[src/hdl/vorl_pkg.sv]
// ----------------------------------------------------------------------------
// Vote-ordered rotating list package
// Command and status codes, cell chain control and parameter defaults.
// ----------------------------------------------------------------------------
package vorl_pkg;

   localparam int CAPACITY_DEF  = 64;
   localparam int ID_BITS_DEF   = 16;
   localparam int VOTE_BITS_DEF = 16;

   localparam logic [2:0] CMD_ADD      = 3'd0;
   localparam logic [2:0] CMD_UPVOTE   = 3'd1;
   localparam logic [2:0] CMD_DOWNVOTE = 3'd2;
   localparam logic [2:0] CMD_TAKE     = 3'd3;
   localparam logic [2:0] CMD_READ     = 3'd4;

   localparam logic [2:0] STATUS_OK        = 3'd0;
   localparam logic [2:0] STATUS_NOT_FOUND = 3'd1;
   localparam logic [2:0] STATUS_EMPTY     = 3'd2;
   localparam logic [2:0] STATUS_FULL      = 3'd3;
   localparam logic [2:0] STATUS_RANGE     = 3'd4;

   typedef enum logic [2:0] {
      OP_HOLD,
      OP_LOAD,
      OP_ROTATE,
      OP_TAKE,
      OP_SORT
   } chain_op_type;

   typedef struct packed {
      chain_op_type op;
      logic         phase;
   } chain_ctrl_type;

endpackage

[src/hdl/vorl_cell.sv]
// ----------------------------------------------------------------------------
// Vote-ordered rotating list cell
// Holds one table entry; loads a new entry, or trades it with its neighbors on rotate, take and sort.
// ----------------------------------------------------------------------------
module vorl_cell #(
   parameter int INDEX     = 0,
   parameter int CAPACITY  = vorl_pkg::CAPACITY_DEF,
   parameter int ID_BITS   = vorl_pkg::ID_BITS_DEF,
   parameter int VOTE_BITS = vorl_pkg::VOTE_BITS_DEF
) (
   input  logic                                clock,
   input  vorl_pkg::chain_ctrl_type            ctrl,
   input  logic [$clog2(CAPACITY+1)-1:0]       fill,
   input  logic [ID_BITS-1:0]                  new_id,
   input  logic signed [VOTE_BITS-1:0]         new_votes,
   input  logic [ID_BITS-1:0]                  left_id,
   input  logic signed [VOTE_BITS-1:0]         left_votes,
   input  logic [ID_BITS-1:0]                  right_id,
   input  logic signed [VOTE_BITS-1:0]         right_votes,
   input  logic [ID_BITS-1:0]                  head_id,
   output logic [ID_BITS-1:0]                  cell_id,
   output logic signed [VOTE_BITS-1:0]         cell_votes
);
   import vorl_pkg::*;

   localparam int CNT_W = $clog2(CAPACITY + 1);

   logic [ID_BITS-1:0]          id_ff, id_in;
   logic signed [VOTE_BITS-1:0] votes_ff, votes_in;
   logic                        lower;
   logic                        lo_active;
   logic                        up_active;

   always_comb begin
      lower     = (1'(INDEX % 2) == ctrl.phase);
      lo_active = (CNT_W'(INDEX + 1) < fill);
      up_active = (INDEX > 0) && (CNT_W'(INDEX) < fill);
      id_in     = id_ff;
      votes_in  = votes_ff;
      unique case (ctrl.op)
         OP_HOLD: begin
         end
         OP_LOAD: begin
            if (CNT_W'(INDEX) == fill) begin
               id_in    = new_id;
               votes_in = new_votes;
            end
         end
         OP_ROTATE: begin
            id_in    = right_id;
            votes_in = right_votes;
         end
         OP_TAKE: begin
            if (lo_active) begin
               id_in    = right_id;
               votes_in = right_votes;
            end else if (CNT_W'(INDEX + 1) == fill) begin
               id_in    = head_id;
               votes_in = '0;
            end
         end
         OP_SORT: begin
            if (lower) begin
               if (lo_active && (votes_ff < right_votes)) begin
                  id_in    = right_id;
                  votes_in = right_votes;
               end
            end else if (up_active && (left_votes < votes_ff)) begin
               id_in    = left_id;
               votes_in = left_votes;
            end
         end
         default: begin
         end
      endcase
   end

   always_ff @(posedge clock) begin
      id_ff    <= id_in;
      votes_ff <= votes_in;
   end

   assign cell_id    = id_ff;
   assign cell_votes = votes_ff;

endmodule

[src/hdl/vorl_chain.sv]
// ----------------------------------------------------------------------------
// Vote-ordered rotating list cell chain
// A row of entry cells; the front cell is seen at the head outputs and the
// back cell is fed from the wrap inputs during a rotation.
// ----------------------------------------------------------------------------
module vorl_chain #(
   parameter int CAPACITY  = vorl_pkg::CAPACITY_DEF,
   parameter int ID_BITS   = vorl_pkg::ID_BITS_DEF,
   parameter int VOTE_BITS = vorl_pkg::VOTE_BITS_DEF
) (
   input  logic                                clock,
   input  vorl_pkg::chain_ctrl_type            ctrl,
   input  logic [$clog2(CAPACITY+1)-1:0]       fill,
   input  logic [ID_BITS-1:0]                  new_id,
   input  logic signed [VOTE_BITS-1:0]         new_votes,
   input  logic [ID_BITS-1:0]                  wrap_id,
   input  logic signed [VOTE_BITS-1:0]         wrap_votes,
   output logic [ID_BITS-1:0]                  head_id,
   output logic signed [VOTE_BITS-1:0]         head_votes
);
   import vorl_pkg::*;

   logic [ID_BITS-1:0]          id_q        [CAPACITY];
   logic signed [VOTE_BITS-1:0] votes_q     [CAPACITY];
   logic [ID_BITS-1:0]          left_id     [CAPACITY];
   logic signed [VOTE_BITS-1:0] left_votes  [CAPACITY];
   logic [ID_BITS-1:0]          right_id    [CAPACITY];
   logic signed [VOTE_BITS-1:0] right_votes [CAPACITY];

   for (genvar i = 0; i < CAPACITY; i++) begin : g_cell
      if (i == 0) begin : g_front
         assign left_id[i]    = id_q[i];
         assign left_votes[i] = votes_q[i];
      end else begin : g_inner_left
         assign left_id[i]    = id_q[i-1];
         assign left_votes[i] = votes_q[i-1];
      end
      if (i == CAPACITY - 1) begin : g_back
         assign right_id[i]    = wrap_id;
         assign right_votes[i] = wrap_votes;
      end else begin : g_inner_right
         assign right_id[i]    = id_q[i+1];
         assign right_votes[i] = votes_q[i+1];
      end

      vorl_cell #(
         .INDEX     (i),
         .CAPACITY  (CAPACITY),
         .ID_BITS   (ID_BITS),
         .VOTE_BITS (VOTE_BITS)
      ) u_cell (
         .clock       (clock),
         .ctrl        (ctrl),
         .fill        (fill),
         .new_id      (new_id),
         .new_votes   (new_votes),
         .left_id     (left_id[i]),
         .left_votes  (left_votes[i]),
         .right_id    (right_id[i]),
         .right_votes (right_votes[i]),
         .head_id     (id_q[0]),
         .cell_id     (id_q[i]),
         .cell_votes  (votes_q[i])
      );
   end

   assign head_id    = id_q[0];
   assign head_votes = votes_q[0];

endmodule
[config.mk]
export PLATFORM = sky130hd
export DESIGN_NAME = vorl_chain
export DESIGN_NICKNAME = d
export VERILOG_FILES = /design/src/hdl/vorl_pkg.sv /design/src/hdl/vorl_cell.sv /design/src/hdl/vorl_chain.sv
export SDC_FILE = /design/constraint.sdc
export NUM_CORES = 2
export LEC_CHECK = 0
export ABC_AREA = 1
export CAP_MARGIN = 20
export CORE_MARGIN = 2
export CORE_UTILIZATION = 31
export CTS_CLUSTER_SIZE = 20
export DETAILED_ROUTE_END_ITERATION = 12
export DONT_BUFFER_PORTS = 1
export PLACE_DENSITY = 0.46
export SETUP_SLACK_MARGIN = 0.02
export SLEW_MARGIN = 0
export SYNTH_ARGS = -nofsm -noshare
export SYNTH_HDL_FRONTEND = slang
export SYNTH_SLANG_ARGS = --single-unit
[constraint.sdc]
create_clock -name clock -period 5.15 [get_ports clock]
set_input_delay 0.2575 -clock clock [delete_from_list [all_inputs] [get_ports clock]]
set_output_delay 0.2575 -clock clock [all_outputs]
set_load 0.02 [all_outputs]
Word-level counts from Yosys, hierarchy flattened
Index checks and enable logic that the tools add are counted.
- register bits after elaboration: 2048
- latch bits: 0
- RAM bits: 0
- ROM bits: 0
- input port bits: 76
- output and inout port bits: 32
- logic and storage cells: 1543
- memories: 0
- $add $sub $neg: 0
- $mul: 0
- divide/modulo/power cells: 0
- order comparisons: 128
- eq/ne operators: 263
- shifts and indexed selects: 0
- muxes and demuxes: 893
- bitwise logic cells: 0
- reduce and logical (&&, ||, !) cells: 131
- operators with widths (operator ; number):
    $mux W16 ; 765
    $pmux W16 S4 ; 128
    $lt A16 B16 Y1 ; 64
    $reduce_and A5 Y1 ; 65
    $eq A6 B7 Y1 const A ; 32
    $lt A6 B7 Y1 const A ; 32
    $ne A3 B1 Y1 const B ; 64
    $ne A3 B2 Y1 const B ; 64
    $ne A2 B1 Y1 const B ; 66
    $eq A5 B7 Y1 const A ; 16
    $lt A5 B7 Y1 const A ; 16
    $logic_and A1 B1 Y1 ; 64
    $eq A4 B7 Y1 const A ; 8
    $lt A4 B7 Y1 const A ; 8
    $eq A3 B7 Y1 const A ; 4
    $lt A3 B7 Y1 const A ; 4
    $eq A2 B7 Y1 const A ; 2
    $lt A2 B7 Y1 const A ; 2
    $eq A1 B7 Y1 const A ; 1
    $eq A7 B7 Y1 const A ; 1
    $logic_not A7 Y1 ; 1
    $lt A1 B7 Y1 const A ; 1
    $lt A7 B7 Y1 const A ; 1
    $eq A3 B2 Y1 const B ; 2
    4 further kinds ; 4

Logic depth before layout (Yosys ltp)
- word-level depth: 5
- gate-level depth with buffers: 15
- gate-level depth less buffers: 15

Worst setup path after synthesis
Ideal clock, no wire load.
- path type: input port to flip-flop
- start: input port fill[5]
- end: register g_cell[16].u_cell.id_ff[0] (enable)
- arrival: 2.948 ns
- slack: 1.781 ns
- stages on the path: 13
- path buffers: 3
- path through: buf_4 inv_2 nand2_4 nor2_2 inv_2 buf_6 buf_4 nand2_1 inv_1 nor2_1 a221oi_1 nand2_1 nor2_1
- longest elaborated chain between the ends: 4
- RTL lines (element ; RTL line ; RTL):
    start: declaration ; vorl_chain.sv:13 ; input logic [$clog2(CAPACITY+1)-1:0] fill,
    $lt A5 B7 Y1, on equally long branches ; vorl_cell.sv:36, vorl_cell.sv:37 ;
    $logic_and A1 B1 Y1, on equally long branches ; vorl_cell.sv:64, vorl_cell.sv:68 ;
    $ne A3 B2 Y1 (no line) ; -- ;
    $reduce_and A5 Y1 (no line) * ; -- ;
    end signal: assignment ; vorl_cell.sv:79 ; id_ff <= id_in;
    end: declaration ; vorl_cell.sv:28 ; logic [ID_BITS-1:0] id_ff, id_in;
Every way passes the cells marked *; elsewhere a longest branch is shown, timed or not.
A chain may end at the register's enable or synchronous reset.

Worst setup path after layout
- start: input port fill[6]
- end: register g_cell[24].u_cell.votes_ff[8] (data pin)
- longest elaborated chain between the ends: 3
- RTL lines (element ; RTL line ; RTL):
    $lt A5 B7 Y1 ; vorl_cell.sv:36 ; lo_active = (CNT_W'(INDEX + 1) < fill);
    $mux W16 ; vorl_cell.sv:54 ; if (lo_active) begin
    $pmux W16 S4 ; vorl_cell.sv:40 ; unique case (ctrl.op)
    named net g_cell[24].u_cell.votes_in[8] ; vorl_cell.sv:29 ; logic signed [VOTE_BITS-1:0] votes_ff, votes_in;
    end signal: assignment ; vorl_cell.sv:80 ; votes_ff <= votes_in;
    end: declaration ; vorl_cell.sv:29 ;
The timed path passes the listed nets, and every way through them passes these cells.

==> impl_metrics.py <==
metrics = {
    "cells_and_area": {
        "drive_gt1_share_pct": 7.73,
        "fin_util_pct": 34.8,
        "syn_to_final_growth_pct": 11.7,
        "nNetsFinal": 13315,
    },
    "routing": {
        "vias": 100057,
        "drt_iter0_markers": 10354,
        "totalWireLength_mm": 474,
        "postRouteAntennaNets": 0,
        "via_per_inst": 5.64,
        "post_drt_wl_per_cell_um": 26.7,
        "drtPass1Iterations": 6,
        "drc": 0,
    },
    "clock_tree": {
        "cts_buffer_depth": 4,
        "cts_tree": "yes",
        "htree_levels": 4,
        "clkTransAtPathRegs_ns": 0.07,
        "cts_made_buffers": 241,
        "clock_latency_ns": 0.96,
        "clkSinkCount": 2048,
        "root_buffer": "clkbuf_16",
    },
    "min_path": {
        "hold_class": "in -> reg",
        "hold_depth": 5,
    },
    "setup_path": {
        "endpoint_kind": "flop",
        "worst-r2r-cell-count": 12,
        "start_kind": "primary input",
        "arrival_ns": 4.49,
        "critPathKind": "in -> reg",
        "path_max_fanout": 33,
        "worstPathRequired_ns": 5.75,
    },
    "power_and_ir_drop": {
        "p_leak_uw": 0.0549,
        "power.internal_uw": 33700,
        "p_seq_share_pct": 44.7,
        "ir_drop_mv": 0.326,
        "power_density_nw_per_um2": 360,
        "switchingPower_uw": 15900,
        "clkPwrFrac_pct": 34.3,
        "p_total_uw": 49600,
        "swShare_pct": 32.1,
        "combPwrFrac_pct": 21.0,
    },
    "synthesis": {
        "synth_top_area_share_pct": 49.9,
        "synthTopCellsByArea": "edfxtp_1 (50%), ha_1 (9.7%), nand2_1 (6.8%), o221ai_1 (6.8%), inv_1 (5.9%)",
        "synth-async-reset-ratio_pct": 0,
        "avgSynthCellArea_sq_um": 9.89,
        "syn_area_sq_um": 123000,
        "synth_cells": 12453,
        "yosysTopAreaCell": "edfxtp_1",
        "synth_edf_count": 2048,
        "synthFlopType": "edfxtp_1",
        "yosysSeqAreaShare_pct": 49.9,
        "yosys_warnings": 0,
        "ys_ff_latch": 2048,
        "ys_types": 53,
        "synth_nets": 13489,
    },
    "global_routing": {
        "grt-ovfl-total": 0,
        "antenna_found_initial": 25,
        "grt_pass1_wl_mm": 690,
        "grt_usage_pct": 22.9,
        "grt_pass1_vias": 98149,
        "grt_max_degree": 133,
    },
    "sta": {
        "hold_violations": 0,
        "finalCritPeriodShare_pct": 75.4,
        "slew_headroom_pct": 17.0,
        "finalSetupTns_ns": 0,
        "worstMarginPinSlew_ns": 1.24,
        "hold_ws_ns": 0.0264,
        "layout_setup_ws_ns": 1.27,
        "rsz0062_at_grt": "no",
        "setup-violations-final": 0,
        "skew_ns": 0.0596,
        "report.final.slew_viol_count": 0,
        "period_minus_slack_ns": 3.88,
        "max_freq_mhz": 258,
    },
    "floorplan": {
        "initial_core_util_pct": 31.1,
        "dieArea_sq_um": 402000,
        "num_rows": 231,
        "die_w_um": 634,
        "die_h_um": 634,
        "core_sq_um": 396000,
        "pin_count": 108,
    },
    "place": {
        "io_buffers": 0,
        "hpwl_mm": 336,
        "gp_congestion": 0.941,
        "dpl_worst_slack_ns": 1.12,
    },
    "status": {
        "status": "completed",
    },
    "flow_run": {
        "drv_cap": 0,
    },
}
==> placed cells by master (no fill, tap or decap), types with 221 or more instances in the layout <==
| master | count |
|---|---|
| nand2_1 | 2232 |
| edfxtp_1 | 2048 |
| inv_1 | 1921 |
| ha_1 | 960 |
| o221ai_1 | 955 |
| nand3_1 | 541 |
| a21oi_1 | 511 |
| a22oi_1 | 498 |
| nor2_1 | 474 |
| o2111ai_1 | 356 |
| clkbuf_16 | 244 |
| buf_4 | 230 |
| o211ai_1 | 221 |
==> synthesized netlist by cell type (6+ instances only) <==
cell and n:
nand2_1 2244, edfxtp_1 2048, inv_1 1922, ha_1 960, o221ai_1 955, nor2_1 544
nand3_1 541, a21oi_1 527, a22oi_1 498, buf_2 421, o2111ai_1 356, clkbuf_1 272
o211ai_1 221, o21ai_0 196, o22ai_1 108, inv_2 70, nor3_1 69, o221ai_2 57
nand4_1 56, o21a_1 50, nand2_2 39, buf_4 31, nor2_2 29, nand3b_1 26
nor2_4 23, a21oi_2 21, a21o_1 20, o21ai_4 14, a221oi_1 13, a31oi_1 13
buf_1 13, buf_6 13, o21bai_1 13, clkinv_1 9, a211oi_1 8, or2_2 7
a21boi_0 6, a21oi_4 6
==> state kept, by name, summed over array words and instances, names as in the netlist <==
signal,cells
g_cell.u_cell.cell_id,1024
g_cell.u_cell.cell_votes,1024
==> cell families (layout without fill, tap and decap cells) <==
kind of cell / Yosys count / after routing / share of synthesized area (%)
AND/OR/NAND/NOR: 3596 / 3596 / 12.2
AO/OA/AOI/OAI: 3097 / 3097 / 19.2
buffers and inverters: 2752 / 2777 / 8.99
flip-flops: 2048 / 2048 / 49.9
adder cells (fa/ha/maj): 960 / 960 / 9.75
other: 0 / 10 / 0
==> critical path, cell delays in order <==
cell           delay, ns
dlygate4sd3_1       0.93
nor2_4              0.62
nand2_1             0.45
a21oi_2             0.88
inv_2               0.64
nand2_2             0.50
o221ai_1            0.16
==> routing by layer <==
layer	vias up	global-route usage [%]	part of all wire [%]
met5	-	0.362	0.099
met2	4038	36.4	45
met4	18	7.57	3.6
li1	45346	-	-
met1	49909	31.4	44
met3	746	4.18	8.0
==> through the flow <==
step	instance area, sq um	std cells
floorplan	123000	12453
global placement	129000	17193
detailed placement	129000	17195
CTS	137000	17710
global route	138000	17721
finish	138000	17730
==> path summary, 6_finish.rpt <==
check / startpoint / slack (ns) / end
min reg2reg: g_cell[63].u_cell.cell_id[13]$_DFFE_PP_ / 0.55 / g_cell[62].u_cell.cell_id[13]$_DFFE_PP_
max: fill[6] / 1.27 / g_cell[24].u_cell.cell_votes[8]$_DFFE_PP_
min: fill[1] / 0.03 / g_cell[29].u_cell.cell_id[9]$_DFFE_PP_
max reg2reg: g_cell[0].u_cell.cell_votes[15]$_DFFE_PP_ / 1.80 / g_cell[0].u_cell.cell_id[4]$_DFFE_PP_
==> area by class of cell <==
cell class                 instances  area (sq um)
fill                           40484        258000
sequential                      2048         61500
multi-input combinational       7653         51500
inverter                        2001          7530
tap                             5242          6560
clock buffer                     302          6320
timing repair buffer             334          3080
clock inverter                   140          1170
antenna                           10          25.0
==> power by group through the flow <==
stage                     clock network (uW)  logic [uW]  registers, uW
after CTS                              17300       10300          22100
after floorplan                            0        6660          22100
after detailed placement                   0       10200          22400
after global routing                   17900       11600          22300
final                                  17000       10400          22100
after global placement                     0       10100          22400
==> what timing repair did <==
| action | in CTS | in global routing |
|---|---|---|
| gates resized for setup | 0 | 0 |
| hold buffers | 73 | 0 |
| hold endpoints to repair | 701 | 0 |
| setup buffers | 0 | 0 |
No activity file was read; power rests on OpenSTA's default activity.
